`config.mk`:
```
export PLATFORM = sky130hd
export DESIGN_NAME = afd_ram
export DESIGN_NICKNAME = d
export VERILOG_FILES = /design/src/hdl/afd_ram.sv
export SDC_FILE = /design/constraint.sdc
export NUM_CORES = 1
export LEC_CHECK = 0
export ABC_AREA = 1
export ABC_CLOCK_PERIOD_IN_PS = 2350
export BUFFER_PORTS_ARGS = -buffer_cell sky130_fd_sc_hd__buf_2
export CELL_PAD_IN_SITES_DETAIL_PLACEMENT = 1
export CELL_PAD_IN_SITES_GLOBAL_PLACEMENT = 1
export CORE_MARGIN = 2
export CORE_UTILIZATION = 35
export CTS_BUF_LIST = sky130_fd_sc_hd__clkbuf_16
export CTS_CLUSTER_DIAMETER = 50
export CTS_CLUSTER_SIZE = 28
export DETAILED_ROUTE_END_ITERATION = 16
export PLACE_DENSITY_LB_ADDON = 0.1
export SETUP_SLACK_MARGIN = 0.3
export SLEW_MARGIN = 10
export SYNTH_ARGS = -nofsm -noshare
export SYNTH_HDL_FRONTEND = slang
export SYNTH_SLANG_ARGS = --single-unit
export TNS_END_PERCENT = 20
```
`constraint.sdc`:
```
create_clock -name clk -period 2.35 [get_ports clk]
set_input_delay 0.47 -clock clk [delete_from_list [all_inputs] [get_ports clk]]
set_output_delay 0.47 -clock clk [all_outputs]
set_load 0.1 [all_outputs]
```
`src/hdl/afd_ram.sv`:
```
`timescale 1ns / 1ps
`default_nettype none

module afd_ram #(
	parameter int unsigned WIDTH = 16,
	parameter int unsigned DEPTH = 16,
	localparam int unsigned AW = (DEPTH > 1) ? $clog2(DEPTH) : 1
) (
	input  wire logic             clk,
	input  wire logic             we,
	input  wire logic [AW-1:0]    waddr,
	input  wire logic [WIDTH-1:0] wdata,
	input  wire logic             re,
	input  wire logic [AW-1:0]    raddr,
	output logic      [WIDTH-1:0] rdata
);

	logic [WIDTH-1:0] mem_q [DEPTH];

	always_ff @(posedge clk) begin
		if (we) begin
			mem_q[waddr] <= wdata;
		end
		if (re) begin
			rdata <= mem_q[raddr];
		end
	end

endmodule

`default_nettype wire

```
==> metrics <==
pin count of the biggest net entering global routing=65; r2r setup slk=around 1.2 ns; WHS=0.352 ns; clk sinks=around 270; worst-margin pin slew=1.02 ns; Worst Skew=roughly 0.009 ns; Placer Congestion=0.758; worst skew pair latency=roughly 0.50 ns; Vias=roughly 7600; Leak=~5.8 nW; DRC viols=0; CP Capture Point=rdata[13]; CP Max Fanout=1; Worst Path Class, Setup=flip-flop to output pin; Final Hold Fails=0; CP Launch Point=rdata[13]; HPWL after detailed placement=approximately 18000 um; CTS tree=yes; # resized after CTS=0; maximum vdd drop=0.000645 V; sequential-to-total area share from yosys stat=between 70% and 80%; commonest cells after routing, fill and taps aside=341 x nand2_1, 272 x edfxtp_1, 197 x inv_1; fin nets=1168; R2R Path End=rdata[5]; post-synth cell types=12; Die X-Extent=186 um; root buf cell=clkbuf_16; CORE AREA=32500 um2; number of CTS-inserted buffers=37; RSZ-0062 raised after global routing=false; Row Count=66; CTS clk-pin slew, worst paths=around 0.06 ns; fin. max-slew vios=0; CP required=between 1.5 and 2 ns; Worst Path Buf+Inv=1; WP depth=1; worst path arrival time=about 1.4 ns; Slew headroom=about a third; Final period util=about four fifths; first-pass GRT wire length=approximately 50000 um; reg-to-reg startpoint=mem_q[1][5]; cells along the critical path=buf_2; share of post-route cells with drive strength above 1=13.3%; initial antenna violation count=3; cell area power density=867 nW/um2; Post-DRT Antenna Nets=0; DR vias/cell=between 4 and 5; status=finished clean; Worst path slowest cell=buf_2; syn nets=around 1100; synthesis-stage register bit count=roughly 270; DR WL/cell=around 20 um; Final Critical Period=between 1.5 and 2 ns; H-tree levels=2; total gr overflow=0; initial DRC count=~470; Top Ports=43; CP peak stage delay=0.47 ns; Mean Syn Cell Area=between 10 and 15 um2; number of global-route vias before repair=just under 8000; Worst setup SP type=flip-flop; maxcap violations=0; starting density of the core=between 30% and 40%; drt first pass iters=6; Syn. warnings=0; Max Fclk=between 500 and 600 MHz; P&R area growth vs syn=18.2%; synthesized cell area=11500 um2; postcts setup bufs=0; worst hold path class=input port to flip-flop; full die area=about 34000 um2; drt total wl=around 33000 um; GRT Total Usage=20.1%; clock buffer depth=3; DIE HEIGHT=186 um; total power=11.8 mW; Reg2Reg Depth=6; endpoints failing setup=0; critical path capture point type=output pin; hold_buf cts=0; crit-path leading delay family=buffers and inverters; Setup TNS=0 ns; most common cell after layout, fill and taps aside=nand2_1; port buffer count=42; Syn Inst Count=1074
[routing by layer]
| metal | global-route usage [%] | routed length [um] | vias up |
|---|---|---|---|
| met5 | 0 | 7 | - |
| met4 | 5.76 | 817 | 2 |
| met3 | 3.42 | 1290 | 52 |
| met2 | 33.7 | 15900 | 132 |
| met1 | 26.8 | 15000 | 3801 |
| li1 | - | - | 3621 |
[synth_stat cells (all sizes together)]
cell type	instances	share of area (%)
clkbuf	10	0.33
inv	198	6.4
buf	41	2.3
nand3b	2	0.13
edfxtp	272	71
nand3	193	8.4
nand2	341	11
nor2	17	0.55
[cell type report]
cell class,instances,area [um2]
flip-flops and latches,272,8170
multi-input cells,553,2360
fillers,3586,18900
repair buffers,79,616
diodes,1,2.50
clock inverters,27,272
clock buffers,37,926
inverters,198,746
well taps,442,553
[report_power, final]
| part | switching, mW | total (mW) | internal, mW |
|---|---|---|---|
| Combinational | 0.642 | 0.839 | 0.197 |
| Clock | 2.15 | 5.50 | 3.35 |
| Sequential | 0.0314 | 5.50 | 5.47 |
[registers in the layout (all words and copies together), names as in the netlist]
register and flops:
mem_q 256, rdata 16
[worst min-delay path by stage]
| stage | startpoint | to | slack, ns | cells after the start |
|---|---|---|---|---|
| 6_report | wdata[15] | mem_q[15][15] | 0.35 | 1 |
| 3_5_place_dp | mem_q[4][0] | rdata[0] | 0.73 | 6 |
| 3_3_place_gp | mem_q[10][13] | rdata[13] | 0.73 | 6 |
| 5_1_grt | wdata[12] | mem_q[8][12] | 0.35 | 1 |
| 4_1_cts | wdata[14] | mem_q[1][14] | 0.34 | 1 |
| 2_1_floorplan | wdata[0] | mem_q[0][0] | 0.57 | 0 |
[cells by family after synthesis]
logic type	synth area share [%]
and+or+nand+nor	20.1
DFF	70.8
buffers and inverters	9.09
[through the flow]
stage / util (%) / worst slack [ns] / std cells / cell area (um2)
finish: 41.9 / 0.454 / 1609 / 13600
global route: 41.9 / 0.438 / 1608 / 13600
CTS: 41.9 / 0.422 / 1608 / 13600
detailed placement: 38.3 / 0.379 / 1544 / 12400
global placement: 38.3 / 0.430 / 1544 / 12400
floorplan: - / 0.580 / 1074 / 11500
Note: power is estimated with default switching activity, not from simulation.
