==> config.mk <==
export PLATFORM = sky130hd
export DESIGN_NAME = afd_lane
export DESIGN_NICKNAME = d
export VERILOG_FILES = /design/src/hdl/afd_pkg.sv /design/src/hdl/afd_lane.sv
export SDC_FILE = /design/constraint.sdc
export NUM_CORES = 2
export LEC_CHECK = 0
export BUFFER_PORTS_ARGS = -buffer_cell sky130_fd_sc_hd__clkbuf_2
export CORE_AREA = 3 3 286 232
export CTS_CLUSTER_DIAMETER = 100
export DETAILED_ROUTE_END_ITERATION = 16
export DIE_AREA = 0 0 289 235
export REMOVE_ABC_BUFFERS = 1
export SLEW_MARGIN = 10
export SYNTH_ARGS = -nofsm -noshare
export SYNTH_HDL_FRONTEND = slang
export SYNTH_SLANG_ARGS = --single-unit
==> constraint.sdc <==
create_clock -name clk -period 6.62 [get_ports clk]
set_clock_uncertainty 0.2 [all_clocks]
set_input_delay 0 -clock clk [delete_from_list [all_inputs] [get_ports clk]]
set_output_delay 0 -clock clk [all_outputs]
set_load 0.02 [all_outputs]
==> src/hdl/afd_pkg.sv <==
`timescale 1ns / 1ps
`default_nettype none

package afd_pkg;

	localparam int unsigned AFD_NUM_BOOKS = 16;
	localparam int unsigned BOOK_WORDS    = 16;
	localparam int unsigned HALF          = 8;
	localparam int unsigned ADDR_W        = 8;
	localparam int unsigned BOOK_W        = 4;
	localparam int unsigned SAMPLE_W      = 16;
	localparam int unsigned ACC_W         = 32;
	localparam int unsigned FRAC_SHIFT    = 11;
	localparam int unsigned MAX_SHIFT     = 12;
	// sum of up to seven coef * nibble products
	localparam int unsigned RS_W          = 22;

	localparam logic [1:0] ACT_LOAD   = 2'd0;
	localparam logic [1:0] ACT_HIST   = 2'd1;
	localparam logic [1:0] ACT_DECODE = 2'd2;

	typedef logic signed [SAMPLE_W-1:0] sample_t;
	typedef logic signed [3:0]          nib_t;

endpackage

`default_nettype wire

==> src/hdl/afd_lane.sv <==
`timescale 1ns / 1ps
`default_nettype none

module afd_lane import afd_pkg::*; #(
	parameter int unsigned LANE = 0
) (
	input  wire logic    clk,
	input  wire logic    mul_en,
	input  wire logic    add_en,
	input  wire sample_t c0,
	input  wire sample_t c1 [HALF],
	input  wire nib_t    nib [HALF],
	input  wire logic [3:0] sh,
	input  wire sample_t hist_old,
	input  wire sample_t hist_new,
	output sample_t      pcm_d,
	output sample_t      pcm_q
);

	logic signed [ACC_W-1:0] p_old_s1;
	logic signed [ACC_W-1:0] p_new_s1;
	logic signed [RS_W-1:0]  rs_s1;
	nib_t                    n_s1;
	logic [3:0]              sh_s1;

	logic signed [RS_W-1:0]  rs_d;
	logic signed [ACC_W-1:0] acc;
	logic signed [ACC_W-1:0] scaled;

	// residual taps: earlier samples of this half weighted by row 1
	always_comb begin
		rs_d = '0;
		for (int j = 0; j < LANE; j++) begin
			rs_d = rs_d + c1[LANE-1-j] * nib[j];
		end
	end

	always_ff @(posedge clk) begin
		if (mul_en) begin
			p_old_s1 <= c0 * hist_old;
			p_new_s1 <= c1[LANE] * hist_new;
			rs_s1    <= rs_d;
			n_s1     <= nib[LANE];
			sh_s1    <= sh;
		end
	end

	always_comb begin
		acc = p_old_s1 + p_new_s1 + (ACC_W'(rs_s1) <<< sh_s1)
			+ (ACC_W'(n_s1) <<< (5'(sh_s1) + 5'(FRAC_SHIFT)));
		scaled = acc >>> FRAC_SHIFT;
		if (scaled > ACC_W'(32'sd32767)) begin
			pcm_d = 16'sh7fff;
		end else if (scaled < -ACC_W'(32'sd32768)) begin
			pcm_d = 16'sh8000;
		end else begin
			pcm_d = scaled[SAMPLE_W-1:0];
		end
	end

	always_ff @(posedge clk) begin
		if (add_en) begin
			pcm_q <= pcm_d;
		end
	end

endmodule

`default_nettype wire

==> metrics.md <==
| Metric | Value |
|---|---|
| Core area | `approximately 64000 um2` |
| Area share of the largest cell type after synthesis | `between 40% and 50%` |
| Crit path max fanout | `16` |
| R2r endpoint | `pcm_q[11]` |
| Routed len/inst | `approximately 16 um` |
| Root buf cell | `clkbuf_16` |
| Commonest non-fill, non-tap cell in the layout | `inv_1` |
| Max-slew violation count | `0` |
| Crit path time final | `6.149 ns` |
| FF-to-FF Start | `sh_s1[1]` |
| WS Path Type | `in2reg` |
| Initial Util | `39.79%` |
| EDFF count, synth | `88` |
| Layout area overhead | `8.063%` |
| Die ar. | `approximately 68000 um2` |
| Slew HR | `between 30% and 40%` |
| Syn Area/Cell | `9.510 um2` |
| Max_cap viols | `0` |
| Crit share post-route | `between 90% and 100%` |
| Initial DRC Count | `a little under 900` |
| CP max-delay cell | `fa_1` |
| Slew @ Worst Pin | `0.9425 ns` |
| YS warnings | `0` |
| Cell mode on critical path | `fa_1` |
| Final HPWL DP | `between 40000 and 50000 um` |
| Setup_tns | `0 ns` |
| R2R depth | `21` |
| Worst hold start | `c1[112]` |
| DRC | `0` |
| Distinct cells, synth | `70` |
| Antenna violations before repair | `0` |
| Antenna-violating nets left | `0` |
| Post-synth ARST share | `0%` |
| H-tree depth | `3` |
| CP Data Arrival Time | `6.06 ns` |
| Clk Latency, worst-skew pair | `~0.36 ns` |
| Crit-path max cell delay | `roughly 0.83 ns` |
| Buf/Inv on CP | `5` |
| R2r setup slk | `approximately 0.77 ns` |
| Post-Synth Simple-Gate Area | `a little over an eighth` |
| Router iterations before antenna repair | `5` |
| Final count of hold timing violations | `0` |
| RSZ-0062 raised after global routing | `false` |
| Ports | `~250` |
| Worst setup EP type | `flop` |
| Clock-pin transition on the worst setup and hold timing paths | `0.07 ns` |
| Compound-Gate Fraction of Synth Area | `approximately 6.8%` |
| Largest family of logic cells by synthesized area | `adder cells` |
| Ys flop type | `edfxtp_1` |
| Vias | `roughly 18000` |
| Die W | `289 um` |
| Commonest non-fill, non-tap cells in the layout | `inv_1 (680), fa_1 (554), nand2_1 (281)` |
| Mux cell area share after synthesis | `0.3304%` |
| Clock Tree Buf Depth | `2` |
| Largest net degree at the start of global routing | `73` |
| Layout cells sized above 1 | `under 10%` |
| Post-synthesis cell count | `2668` |
| Startpoint types | `input pin` |
| Mapped cell area | `around 25000 um2` |
| Port Buf Inserts | `between 100 and 150` |
| Hold Path Cell Cnt | `2` |
| Vias in the first global route | `~20000` |
| Crit path max-delay family | `adder cells` |
| Synth area leaders | `fa_1 (44%), ha_1 (11%), edfxtp_1 (10%), inv_1 (10%), and2_1 (6.1%)` |
| # nets final | `between 3000 and 4000` |
| TritonCTS clock tree | `done` |
| Fillers | `about 6200` |
| CP Cell Sequence | `clkbuf_2, nand2_1, inv_1, fa_1, fa_1, inv_1, fa_1, inv_1, fa_1, fa_1, fa_1, ha_1, inv_1, nor3_1, nand2_1, o311a_1, nor3_1, o211a_1, a211oi_1` |
| Adder-cell share of the synthesized area | `54.81%` |
| Remaining global-route overflow | `0` |
| Status | `finished clean` |
| CTS Sinks | `slightly below 90` |
| Hold endpoint | `p_new_s1[0]` |
| Post-Synth XOR/XNOR Area | `under 10%` |
| Drt via density | `4.943` |
| #FFs+latches synth | `between 80 and 90` |
| Die H | `235 um` |
| Worst min path class | `in2reg` |
| Gr usage total | `17.89%` |
| Sequential area share after synthesis | `a little over a tenth` |
| Detailed-route wire length | `roughly 57000 um` |
| Final setup fails | `0` |
| Yosys top cell by area | `fa_1` |
| # rows | `83` |
| Global-route wire length before repair | `roughly 100000 um` |
| Placer Congestion | `approximately 0.86` |
| WP data required | `between 6 and 7 ns` |
| CTS Buf Count | `9` |
| Fmax | `162.6 MHz` |
[flip-flops by register name, summed over array words and instances (netlist names)]
name      flops
n_s1          4
pcm_q        16
p_new_s1     32
p_old_s1     32
sh_s1         4
[cells in the mapped netlist, drive strengths merged (3+ instances only)]
| cell type | number |
|---|---|
| inv | 680 |
| fa | 554 |
| nand2 | 281 |
| and2 | 248 |
| ha | 225 |
| edfxtp | 88 |
| a21oi | 80 |
| nor2 | 77 |
| xnor2 | 72 |
| clkbuf | 69 |
| o21ai | 59 |
| a21o | 39 |
| nor3 | 20 |
| xor2 | 19 |
| nand2b | 14 |
| o21a | 12 |
| o21bai | 12 |
| nand3 | 11 |
| o31ai | 8 |
| a211oi | 7 |
| nand4 | 7 |
| nor2b | 7 |
| a31oi | 6 |
| and3 | 5 |
| buf | 5 |
| mux2i | 5 |
| a2111o | 4 |
| a2111oi | 4 |
| a311oi | 4 |
| o22ai | 4 |
| or3 | 4 |
| a21boi | 3 |
| mux2 | 3 |
| nor3b | 3 |
[layout make-up]
cell class	instances	area, um2	area share (%)
antenna	1	2.502	0.009127
tap	850	1064	3.879
multi-input combinational	1828	19910	72.63
clock buffer	9	225.2	0.8214
clock inverter	7	72.57	0.2647
sequential	88	2643	9.638
timing repair buffer	157	945.9	3.450
inverter	680	2552	9.309
[worst max path at each step]
stage | to | from | slack (ns) | cells after the start
2_1_floorplan | p_new_s1[30] | c1[127] | 0.92 | 20
4_1_cts | pcm_d[11] | sh_s1[0] | 0.20 | 22
3_5_place_dp | p_new_s1[30] | hist_new[1] | 0.07 | 19
5_1_grt | p_new_s1[31] | hist_new[1] | 0.006 | 19
3_3_place_gp | p_new_s1[30] | hist_new[1] | 0.07 | 19
6_report | p_new_s1[31] | hist_new[1] | 0.47 | 19
[repair_timing]
action                     CTS  global route
gates resized for setup      1             3
pin swaps                    1             0
setup buffers                1             2
hold buffers                 8             0
hold endpoints to repair     8             0
setup endpoints to repair   15            21
cloned                       0             0
[metal layers]
layer | wire, um | track usage [%] | share of wire (%)
met5 | 0 | 0 | 0
met4 | 1431 | 4.840 | 2.5
met3 | 3100 | 2.454 | 5.4
met2 | 27450 | 29.54 | 48
met1 | 24910 | 24.74 | 44
[kinds of logic (layout without fill, tap and decap cells)]
family,Yosys count,count (layout)
other,1,4
AND/OR/NAND/NOR,685,685
adder cells (fa/ha/maj),779,779
flip-flops,88,88
XOR/XNOR,91,91
AO/OA/AOI/OAI,262,262
multiplexers,8,8
buffers and inverters,754,853
[stage by stage]
stage | utilization (%) | setup slack [ns] | cells | hold WS (ns) | instance area (um2)
3_5_place_dp | 42.31 | 0.06920 | 3592 | -0.02134 | 26980
3_3_place_gp | 42.31 | 0.07449 | 3592 | -0.01859 | 26980
5_1_grt | 43.00 | 0.006353 | 3619 | 0.03527 | 27420
2_1_floorplan | - | 0.9227 | 2596 | -0.1011 | 25090
6_report | 43.00 | 0.4714 | 3620 | 0.02537 | 27420
4_1_cts | 42.95 | 0.2014 | 3617 | 0.02862 | 27390
Power is left out: the tool's default activity adds up to more than one toggle a clock period on the data nets, which glitch-free logic cannot reach.
